<file path="src/rtl/igcm_pkg.sv">
`timescale 1ns / 1ps

package igcm_pkg;

    localparam int MAX_INTERVALS_DEF = 16;
    localparam int COORD_W           = 32;
    localparam int STATUS_W          = 3;

    typedef enum logic [1:0] {
        KIND_CLEAR    = 2'd0,
        KIND_APPEND   = 2'd1,
        KIND_TO_FUSED = 2'd2,
        KIND_TO_ORIG  = 2'd3
    } kind_t;

    localparam logic [STATUS_W-1:0] ST_OK    = 3'd0;
    localparam logic [STATUS_W-1:0] ST_MISS  = 3'd1;
    localparam logic [STATUS_W-1:0] ST_FULL  = 3'd2;
    localparam logic [STATUS_W-1:0] ST_OVF   = 3'd3;
    localparam logic [STATUS_W-1:0] ST_ORDER = 3'd4;

    // one table row: all four columns are written together by an append
    typedef struct packed {
        logic signed [COORD_W-1:0] left;
        logic signed [COORD_W-1:0] right;
        logic signed [COORD_W-1:0] fused_end;
        logic signed [COORD_W-1:0] disp;
    } entry_t;

endpackage

</file>
<file path="src/rtl/interval_gap_compaction_map_top.sv">
`timescale 1ns / 1ps

// Interval table with gap compaction and point mapping.
// Input channel (s_valid/s_ready): one request per item. s_kind selects
// clear, append of [s_point_or_left, s_right_end], original-to-fused or
// fused-to-original mapping of s_point_or_left.
// Result channel (m_valid/m_ready): exactly one result per request,
// m_mapped_value and m_status, in request order.
// Clear, append, single-interval and out-of-range queries pass through
// S_EXEC and S_FINISH, where the result is loaded into the output register.
// A query that walks the table adds S_SCAN, which reads one row per cycle
// from the table memory, up to MAX_INTERVALS rows, before S_FINISH.
// One request is in work at a time; s_ready is high only while idle.
// The finished result sits in an output register; s_ready comes back as
// soon as the result is loaded there, so a new request is taken while the
// receiver still stalls. A result waits in the sequencer if the output
// register is still full.
// Reset (aresetn, synchronous, active low) empties the table by zeroing the
// count; no clearing pass. Clear keeps the stored rows, only the count drops.
module interval_gap_compaction_map_top #(
    parameter int MAX_INTERVALS = igcm_pkg::MAX_INTERVALS_DEF
) (
    input  logic                                 aclk,
    input  logic                                 aresetn,
    input  logic                                 s_valid,
    output logic                                 s_ready,
    input  logic [1:0]                           s_kind,
    input  logic signed [igcm_pkg::COORD_W-1:0]  s_point_or_left,
    input  logic signed [igcm_pkg::COORD_W-1:0]  s_right_end,
    output logic                                 m_valid,
    input  logic                                 m_ready,
    output logic signed [igcm_pkg::COORD_W-1:0]  m_mapped_value,
    output logic [igcm_pkg::STATUS_W-1:0]        m_status
);

    localparam int CW = $clog2(MAX_INTERVALS + 1);
    localparam int AW = (MAX_INTERVALS > 1) ? $clog2(MAX_INTERVALS) : 1;
    localparam int W  = igcm_pkg::COORD_W;
    localparam logic [CW-1:0] CNT_MAX = CW'(MAX_INTERVALS);
    localparam logic [CW-1:0] CNT_ONE = CW'(1);

    typedef enum logic [1:0] {
        S_IDLE,
        S_EXEC,
        S_SCAN,
        S_FINISH
    } state_t;

    state_t state_reg, state_next;
    logic [CW-1:0] count_reg, count_next;
    igcm_pkg::kind_t kind_reg, kind_next;
    logic signed [W-1:0] x_reg, x_next;
    logic signed [W-1:0] r_reg, r_next;
    logic signed [W-1:0] left0_reg, left0_next;
    logic signed [W-1:0] last_right_reg, last_right_next;
    logic signed [W-1:0] last_fe_reg, last_fe_next;
    logic [AW-1:0] idx_reg, idx_next;
    logic signed [W-1:0] res_value_reg, res_value_next;
    logic [igcm_pkg::STATUS_W-1:0] res_status_reg, res_status_next;
    logic m_valid_reg, m_valid_next;
    logic signed [W-1:0] m_value_reg, m_value_next;
    logic [igcm_pkg::STATUS_W-1:0] m_status_reg, m_status_next;

    // table memory
    igcm_pkg::entry_t mem [MAX_INTERVALS];
    igcm_pkg::entry_t rd_data_reg;
    igcm_pkg::entry_t mem_wdata;
    logic [AW-1:0] mem_addr;
    logic mem_we;

    // append arithmetic, 34 bits wide so overflow is visible
    logic signed [W+1:0] span_w;
    logic signed [W+1:0] fe_w;
    logic signed [W+1:0] dp_w;
    logic fe_fits, dp_fits;
    logic app_full, app_order;
    logic signed [W-1:0] miss_value;
    logic signed [W-1:0] hi_bound;
    logic [AW-1:0] last_idx;

    assign s_ready        = (state_reg == S_IDLE);
    assign m_valid        = m_valid_reg;
    assign m_mapped_value = m_value_reg;
    assign m_status       = m_status_reg;

    assign miss_value = left0_reg - W'(1);
    assign last_idx   = AW'(count_reg - CNT_ONE);
    assign hi_bound   = (kind_reg == igcm_pkg::KIND_TO_FUSED) ? last_right_reg : last_fe_reg;

    assign span_w    = (W+2)'(r_reg) - (W+2)'(x_reg);
    assign fe_w      = (count_reg == '0) ? (W+2)'(r_reg) : (W+2)'(last_fe_reg) + span_w;
    assign dp_w      = (count_reg == '0) ? '0 : (W+2)'(x_reg) - (W+2)'(last_fe_reg);
    assign fe_fits   = (fe_w[W+1:W-1] == 3'b000) || (fe_w[W+1:W-1] == 3'b111);
    assign dp_fits   = (dp_w[W+1:W-1] == 3'b000) || (dp_w[W+1:W-1] == 3'b111);
    assign app_full  = (count_reg == CNT_MAX);
    assign app_order = (r_reg < x_reg) || ((count_reg != '0) && (x_reg < last_right_reg));

    always_comb begin
        state_next      = state_reg;
        count_next      = count_reg;
        kind_next       = kind_reg;
        x_next          = x_reg;
        r_next          = r_reg;
        left0_next      = left0_reg;
        last_right_next = last_right_reg;
        last_fe_next    = last_fe_reg;
        idx_next        = idx_reg;
        res_value_next  = res_value_reg;
        res_status_next = res_status_reg;
        m_value_next    = m_value_reg;
        m_status_next   = m_status_reg;
        m_valid_next    = m_valid_reg && !m_ready;
        mem_we          = 1'b0;
        mem_addr        = idx_reg;
        mem_wdata.left      = x_reg;
        mem_wdata.right     = r_reg;
        mem_wdata.fused_end = fe_w[W-1:0];
        mem_wdata.disp      = dp_w[W-1:0];

        unique case (state_reg)
            S_IDLE: begin
                if (s_valid) begin
                    kind_next  = igcm_pkg::kind_t'(s_kind);
                    x_next     = s_point_or_left;
                    r_next     = s_right_end;
                    state_next = S_EXEC;
                end
            end
            S_EXEC: begin
                state_next = S_FINISH;
                unique case (kind_reg)
                    igcm_pkg::KIND_CLEAR: begin
                        count_next      = '0;
                        res_value_next  = '0;
                        res_status_next = igcm_pkg::ST_OK;
                    end
                    igcm_pkg::KIND_APPEND: begin
                        res_value_next = '0;
                        priority if (app_full) begin
                            res_status_next = igcm_pkg::ST_FULL;
                        end else if (app_order) begin
                            res_status_next = igcm_pkg::ST_ORDER;
                        end else if (!fe_fits || !dp_fits) begin
                            res_status_next = igcm_pkg::ST_OVF;
                        end else begin
                            mem_we          = 1'b1;
                            mem_addr        = AW'(count_reg);
                            count_next      = count_reg + CNT_ONE;
                            if (count_reg == '0) begin
                                left0_next = x_reg;
                            end
                            last_right_next = r_reg;
                            last_fe_next    = fe_w[W-1:0];
                            res_value_next  = fe_w[W-1:0];
                            res_status_next = igcm_pkg::ST_OK;
                        end
                    end
                    igcm_pkg::KIND_TO_FUSED, igcm_pkg::KIND_TO_ORIG: begin
                        priority if (count_reg == CNT_ONE) begin
                            res_value_next  = x_reg;
                            res_status_next = igcm_pkg::ST_OK;
                        end else if ((count_reg == '0) || (x_reg < left0_reg)
                                     || (x_reg > hi_bound)) begin
                            res_value_next  = miss_value;
                            res_status_next = igcm_pkg::ST_MISS;
                        end else begin
                            // inside the covered range the walk always stops on a row
                            mem_addr   = (kind_reg == igcm_pkg::KIND_TO_FUSED) ? last_idx : '0;
                            idx_next   = mem_addr;
                            state_next = S_SCAN;
                        end
                    end
                    default: ;
                endcase
            end
            S_SCAN: begin
                if (kind_reg == igcm_pkg::KIND_TO_FUSED) begin
                    // walk down: last row whose left end is at or below x
                    if (rd_data_reg.left <= x_reg) begin
                        state_next = S_FINISH;
                        if (rd_data_reg.right >= x_reg) begin
                            res_value_next  = x_reg - rd_data_reg.disp;
                            res_status_next = igcm_pkg::ST_OK;
                        end else begin
                            res_value_next  = miss_value;
                            res_status_next = igcm_pkg::ST_MISS;
                        end
                    end else begin
                        mem_addr = idx_reg - AW'(1);
                        idx_next = mem_addr;
                    end
                end else begin
                    // walk up: first row whose fused end is at or above x
                    if (rd_data_reg.fused_end >= x_reg) begin
                        state_next      = S_FINISH;
                        res_value_next  = x_reg + rd_data_reg.disp;
                        res_status_next = igcm_pkg::ST_OK;
                    end else begin
                        mem_addr = idx_reg + AW'(1);
                        idx_next = mem_addr;
                    end
                end
            end
            S_FINISH: begin
                if (!m_valid_reg || m_ready) begin
                    m_value_next  = res_value_reg;
                    m_status_next = res_status_reg;
                    m_valid_next  = 1'b1;
                    state_next    = S_IDLE;
                end
            end
            default: ;
        endcase
    end

    always_ff @(posedge aclk) begin
        if (!aresetn) begin
            state_reg   <= S_IDLE;
            count_reg   <= '0;
            m_valid_reg <= 1'b0;
        end else begin
            state_reg   <= state_next;
            count_reg   <= count_next;
            m_valid_reg <= m_valid_next;
        end
        kind_reg       <= kind_next;
        x_reg          <= x_next;
        r_reg          <= r_next;
        left0_reg      <= left0_next;
        last_right_reg <= last_right_next;
        last_fe_reg    <= last_fe_next;
        idx_reg        <= idx_next;
        res_value_reg  <= res_value_next;
        res_status_reg <= res_status_next;
        m_value_reg    <= m_value_next;
        m_status_reg   <= m_status_next;
    end

    always_ff @(posedge aclk) begin
        if (mem_we) begin
            mem[mem_addr] <= mem_wdata;
        end
        rd_data_reg <= mem[mem_addr];
    end

    // count never runs past the table size
    a_count_bound: assert property (@(posedge aclk) disable iff (!aresetn)
        count_reg <= CNT_MAX)
        else $error("interval count above table size");

    // a table walk only happens with two or more rows
    a_scan_count: assert property (@(posedge aclk) disable iff (!aresetn)
        (state_reg == S_SCAN) |-> (count_reg > CNT_ONE))
        else $error("table walk with fewer than two intervals");

    // a new result appears only when the sequencer hands it over
    a_result_src: assert property (@(posedge aclk) disable iff (!aresetn)
        (!m_valid_reg || m_ready) && (m_valid_next) |-> (state_reg == S_FINISH))
        else $error("result loaded outside finish state");

    // an accepted request always starts work in the next cycle
    a_accept_exec: assert property (@(posedge aclk) disable iff (!aresetn)
        (s_valid && s_ready) |=> (state_reg == S_EXEC))
        else $error("accepted request not executed");

endmodule

</file>
<file path="config.mk">
export PLATFORM = sky130hd
export DESIGN_NAME = interval_gap_compaction_map_top
export DESIGN_NICKNAME = d
export VERILOG_FILES = /design/src/rtl/igcm_pkg.sv /design/src/rtl/interval_gap_compaction_map_top.sv
export SDC_FILE = /design/constraint.sdc
export NUM_CORES = 2
export LEC_CHECK = 0
export BUFFER_PORTS_ARGS = -buffer_cell sky130_fd_sc_hd__buf_4
export CORE_MARGIN = 2
export CORE_UTILIZATION = 48
export DETAILED_ROUTE_END_ITERATION = 12
export GPL_TIMING_DRIVEN = 0
export PLACE_DENSITY = 0.7
export SLEW_MARGIN = 40
export SYNTH_ARGS = -nofsm -noshare
export SYNTH_HDL_FRONTEND = slang
export SYNTH_SLANG_ARGS = --single-unit
export TNS_END_PERCENT = 1
</file>
<file path="constraint.sdc">
create_clock -name aclk -period 24.5 [get_ports aclk]
set_clock_uncertainty 0.05 [all_clocks]
set_input_delay 3.675 -clock aclk [delete_from_list [all_inputs] [get_ports aclk]]
set_output_delay 3.675 -clock aclk [all_outputs]
set_load 0.02 [all_outputs]
</file>
Yosys cells after proc, flatten, opt, wreduce, memory -nomap -nowiden
Memory sizes are Yosys's and may differ from the RTL's. A register that Yosys moved wholly into a read port is not among the register bits. Index checks and enable logic that the tools add are counted.

Register bits: 244. RAM bits: 2048. Bits of input ports: 70. Output and inout port bits: 37. Logic and storage cells: 144. Memories kept: 1.

Memories: mem (words 16, width 128, read ports 1, clocked after Yosys merged registers in 1, wr ports 1, RTL line interval_gap_compaction_map_top.sv:65) `igcm_pkg::entry_t mem [MAX_INTERVALS];`.

Add/subtract/negate cells: 10. $lt $le $gt $ge: 7. Equal/unequal tests: 19. Multiplexer cells: 60. Bitwise logic cells: 3. Reduce and logical (&&, ||, !) cells: 30.

Operators by type and width (count): two-way mux 32 bit (10); less-than comparator 32 bit (3); one-hot mux 32 bit (3 select lines) (1); two-way mux 34 bit (2); subtractor 32 x 32 -> 33 bit (2); greater-or-equal comparator 32 bit (2); one-hot mux 32 bit (2 select lines) (1); two-way mux 4 bit (10); adder 32 x 33 -> 34 bit (1); adder 32 bit (1); > comparator 32 bit (1); less-or-equal comparator 32 bit (1); subtractor 32 x 2 -> 32 bit (second input constant) (1); subtractor 32 bit (1); one-hot mux 4 bit (2 select lines) (3); two-way mux 3 bit (7); two-way mux 5 bit (3); two-way mux 1 bit (13); two-way mux 2 bit (6); != test 2 bit (second input constant) (6); one-hot mux 5 bit (2 select lines) (1); AND reduction 5 bit (2); one-hot mux 3 bit (3 select lines) (1); == test 2 bit (second input constant) (4); 24 further kinds (46).

Depth between registers and ports, before layout
Depth after elaboration: 14. Gate-level depth with buffers: 27. Depth with buffers taken out: 20.

Worst setup path before layout
Ideal clock, no wire load.

Kind: reg2reg. Start: register kind_reg[1]. End: memory mem[4][0] (netlist bit) (enable). Library setup time: 0.929 ns. Arrival: 17.457 ns. Data required time: 23.521 ns. Setup slack: 6.065 ns. Cell stages (with the launch flop): 25. Buffers on the path: 8. Period minus slack after synthesis: 18.435 ns. Cells stage by stage: edfxtp_1 -> inv_1 -> nor2_1 -> clkbuf_1 -> clkbuf_1 -> clkbuf_1 -> buf_1 -> a21oi_1 -> ha_1 -> and4_4 -> a221o_1 -> a2111o_1 -> a21oi_1 -> o211a_1 -> mux2i_1 -> o21a_1 -> buf_6 -> o311ai_4 -> a21oi_1 -> a311o_1 -> or2_1 -> clkbuf_1 -> buf_2 -> buf_1 -> nor4_1.

Cells in the longest elaborated chain, start to end: 8. Elaborated cells on any way between the ends: 17. Classes of those cells: 1 x order compare; 3 x eq/ne; 11 x mux; 2 x reduce/logical.

RTL lines: from (decl) (RTL line interval_gap_compaction_map_top.sv:51) `igcm_pkg::kind_t kind_reg, kind_next;`; from (signal assigned) (RTL line interval_gap_compaction_map_top.sv:226) `kind_reg <= kind_next;`; == test 2 bit; two-way mux 32 bit (RTL line interval_gap_compaction_map_top.sv:88) `assign hi_bound = (kind_reg == igcm_pkg::KIND_TO_FUSED) ? last_right_reg : last_fe_reg;`; > comparator 32 bit (RTL line interval_gap_compaction_map_top.sv:163) `|| (x_reg > hi_bound)) begin`; logical OR 1 bit (RTL line interval_gap_compaction_map_top.sv:163); two-way mux 4 bit (RTL line interval_gap_compaction_map_top.sv:162) `end else if ((count_reg == '0) || (x_reg < left0_reg)`; two-way mux 4 bit; one-hot mux 4 bit (2 select lines) (RTL line interval_gap_compaction_map_top.sv:131) `unique case (kind_reg)`; one-hot mux 4 bit (2 select lines) (RTL line interval_gap_compaction_map_top.sv:120) `unique case (state_reg)`; to (decl) (RTL line interval_gap_compaction_map_top.sv:65).

Parallel ways exist; a longest one is shown, timed or not.

Final worst setup path
Start: register kind_reg[1]. End: memory mem[6][55] (netlist bit) (enable).

Same word-level chain as after synthesis.

==> flow_metrics.tcl <==
set metrics [dict create \
    status "complete, no violations" \
    cts_root_buf "clkbuf_16" \
    nFillCells 17700 \
    synth_cell_types 91 \
    tightestPinTransition_ns 0.9859 \
    path_buf_inv 26 \
    internal_power_mw 9.841 \
    dieArea_sq_um 224900 \
    combPwrFrac 0.521 \
    io_buffers 106 \
    htree_levels 4 \
    seqPwrFrac 0.285 \
    yosysTopAreaCell "edfxtp_1" \
    dp_hpwl_microns 256300 \
    grt_overflow 0 \
    drtIter0Drc 9691 \
    grt_max_degree 49 \
    layout_common_cells "2,284 x edfxtp_1, 2,199 x nand2_1, 935 x nand3_1, 456 x a21oi_1, 383 x buf_2" \
    holdWs_ns 0.3597 \
    p_leak_nw 45.83 \
    cp_top_family "buffers and inverters" \
    clockBufferDepth 3 \
    grt_pass1_wl_microns 497200 \
    startpoint_type "flop" \
    place_ws_ns 11.77 \
    antenna_left 0 \
    cts_tree "done" \
    clk_pin_slew_ns 0.06 \
    worstHoldPathType "reg2reg" \
    row_count 172 \
    cts_made_buffers 234 \
    drive_gt1_frac 0.1395 \
    cts_hold_buffers 0 \
    fin_crit_ns 13.16 \
    die_w_microns 474.3 \
    yosysWarnings 0 \
    post_cts_buffers 0 \
    final_common_cell "edfxtp_1" \
    slowest_stage "clkbuf_1" \
    synth_seq_cells 2420 \
    post-route-period-util 0.5373 \
    yosysSeqAreaShare 0.6717 \
    synth_nets 9291 \
    setup_viol 0 \
    end_kind "flop" \
    start_util 0.4831 \
    sw_frac_of_total 0.4724 \
    rsz0062_at_grt "no" \
    arrival_ns 13.70 \
    min-delay-start "res_value_reg[0]" \
    fin_nets 10180 \
    crit_fanout 10 \
    fmax_mhz 75.97 \
    synth_area_leaders "edfxtp_1 65%, nand2_1 7.8%, nand3_1 4.4%" \
    crit_type "reg2reg" \
    cts-resized-gates 0 \
    fin_ws_ns 11.34 \
    worstPathRequired_ns 25.03 \
    worstSkewPairLatency_ns 0.93 \
    syn_area_sq_um 106200 \
    die_h_microns 474.3 \
    largest_reg_flops 2048 \
    yosys.area.top_type_share 0.6461 \
    grt_pass1_vias 73750 \
    grt.total_usage 0.3055 \
    vias_per_cell 5.979 \
    drc 0 \
    antenna_found_initial 37 \
    core-area_sq_um 219700 \
    synth_edf_count 2284 \
    io-pin-count 107 \
    syn_inst 8826 \
    slew_violations 0 \
    clkPwrFrac 0.194 \
    switchingPower_mw 8.810 \
    num_vias 77140 \
    area_growth_pct 16.22 \
    wl_per_cell_microns 27.15 \
    drtPass1Iterations 6 \
    cap_viol_max_count 0 \
    slowest_delay_ns 0.75 \
    relSlewSlack 0.3428 \
    reg2reg_from "kind_reg[1]" \
    wl_microns 350300 \
    path_common_cell "buf_2" \
    synth-async-reset-ratio 0 \
    cp-startpoint "kind_reg[1]" \
    power_density_nw_per_um2 151.2 \
    hold_viol 0 \
    clock_sinks 2420 \
    gp_congestion 0.9919 \
    ir_drop_uv 157.3 \
    synth_ff_type "edfxtp_1" \
    syn_area_per_cell_sq_um 12.03 \
]
==> cells by family (layout without fill, tap and decap cells) <==
family,Yosys count,after routing,synth area share
and+or+nand+nor,3772,3772,0.1572
DFF,2420,2420,0.6717
AOI/OAI and AO/OA,1314,1314,0.08052
buffers and inverters,797,1885,0.03013
adders and majority gates,395,395,0.04903
xor gates and xnor gates,96,96,0.007920
muxes,32,32,0.003441
other,0,31,0
==> per-stage QoR <==
| stage | TNS [ns] | util | std cells | power [mW] | area, sq um |
|---|---|---|---|---|---|
| detailed placement | 0 | 0.5254 | 12430 | 14.86 | 115500 |
| CTS | 0 | 0.5605 | 12860 | 18.49 | 123200 |
| global route | 0 | 0.5612 | 12880 | 19.45 | 123300 |
| finish | 0 | 0.5615 | 12900 | 18.65 | 123400 |
| floorplan | 0 | - | 8826 | 10.83 | 106200 |
| global placement | -4827.16 | 0.5036 | 11890 | 14.46 | 110700 |
==> final timing paths <==
check | to | slack (ns) | cells past startpoint
setup reg to reg | mem[6][55] | 11.34 | 41
hold / removal | m_mapped_value[0] | 0.36 | 0
hold reg to reg | m_mapped_value[0] | 0.36 | 0
setup / recovery | mem[6][55] | 11.34 | 41
==> per-layer routing <==
metal	GRT usage	wire length, microns
met1	0.4096	137500
met2	0.4777	161700
met3	0.05214	32190
met4	0.1618	18790
met5	0	89
==> synthesized netlist by cell type (8+ instances only) <==
cell type and number:
a22oi_1 21, nand3_1 935, or3_1 16, nor2b_1 30, dfxtp_1 136, a221oi_1 12
a311oi_1 15, o21bai_1 29, a21boi_0 14, o22ai_1 27, a21o_1 91, nand2_1 2202
nor3_1 91, a31oi_1 152, a32oi_1 127, nand2b_1 31, a21oi_1 473, xnor2_1 67
buf_1 41, a2bb2oi_1 8, clkbuf_1 296, a211oi_1 26, o31ai_1 9, inv_1 321
o211ai_1 37, nand4_1 47, o21a_1 32, buf_2 129, ha_1 360, mux2i_1 23
nor4_1 24, o21ai_0 132, and2_1 19, fa_1 35, and3_1 15, xor2_1 29
nor2_1 224, edfxtp_1 2284, nor3_2 102
==> cell type report <==
cell class | instances | area, sq um | area share
flip-flops and latches | 2420 | 71310 | 0.5780
multi-input cells | 5609 | 32280 | 0.2616
clock buffers | 290 | 6188 | 0.05016
repair buffers | 651 | 5042 | 0.04087
well taps | 2958 | 3701 | 0.03000
plain buffers | 475 | 2048 | 0.01660
clock inverters | 147 | 1516 | 0.01229
inverters | 322 | 1214 | 0.009837
diodes | 31 | 77.57 | 0.0006288
==> worst register-to-register path: cells and delay by family (launching register included) <==
family	cells	cell delay, ns
adder cells (fa/ha/maj)	1	0.32
AND/OR/NAND/NOR	6	2.56
flip-flops	1	0.61
multiplexers	1	0.23
AO/OA/AOI/OAI	7	1.73
buffers and inverters	26	7.34
==> power by group through the flow <==
stage	clock network, mW	logic, mW	registers [mW]
2_1_floorplan	0	5.47	5.36
3_3_place_gp	0	8.82	5.64
3_5_place_dp	0	9.45	5.41
4_1_cts	3.64	9.52	5.33
5_1_grt	3.80	10.3	5.33
6_report	3.62	9.71	5.32
Power figures use the tool's default switching activity.
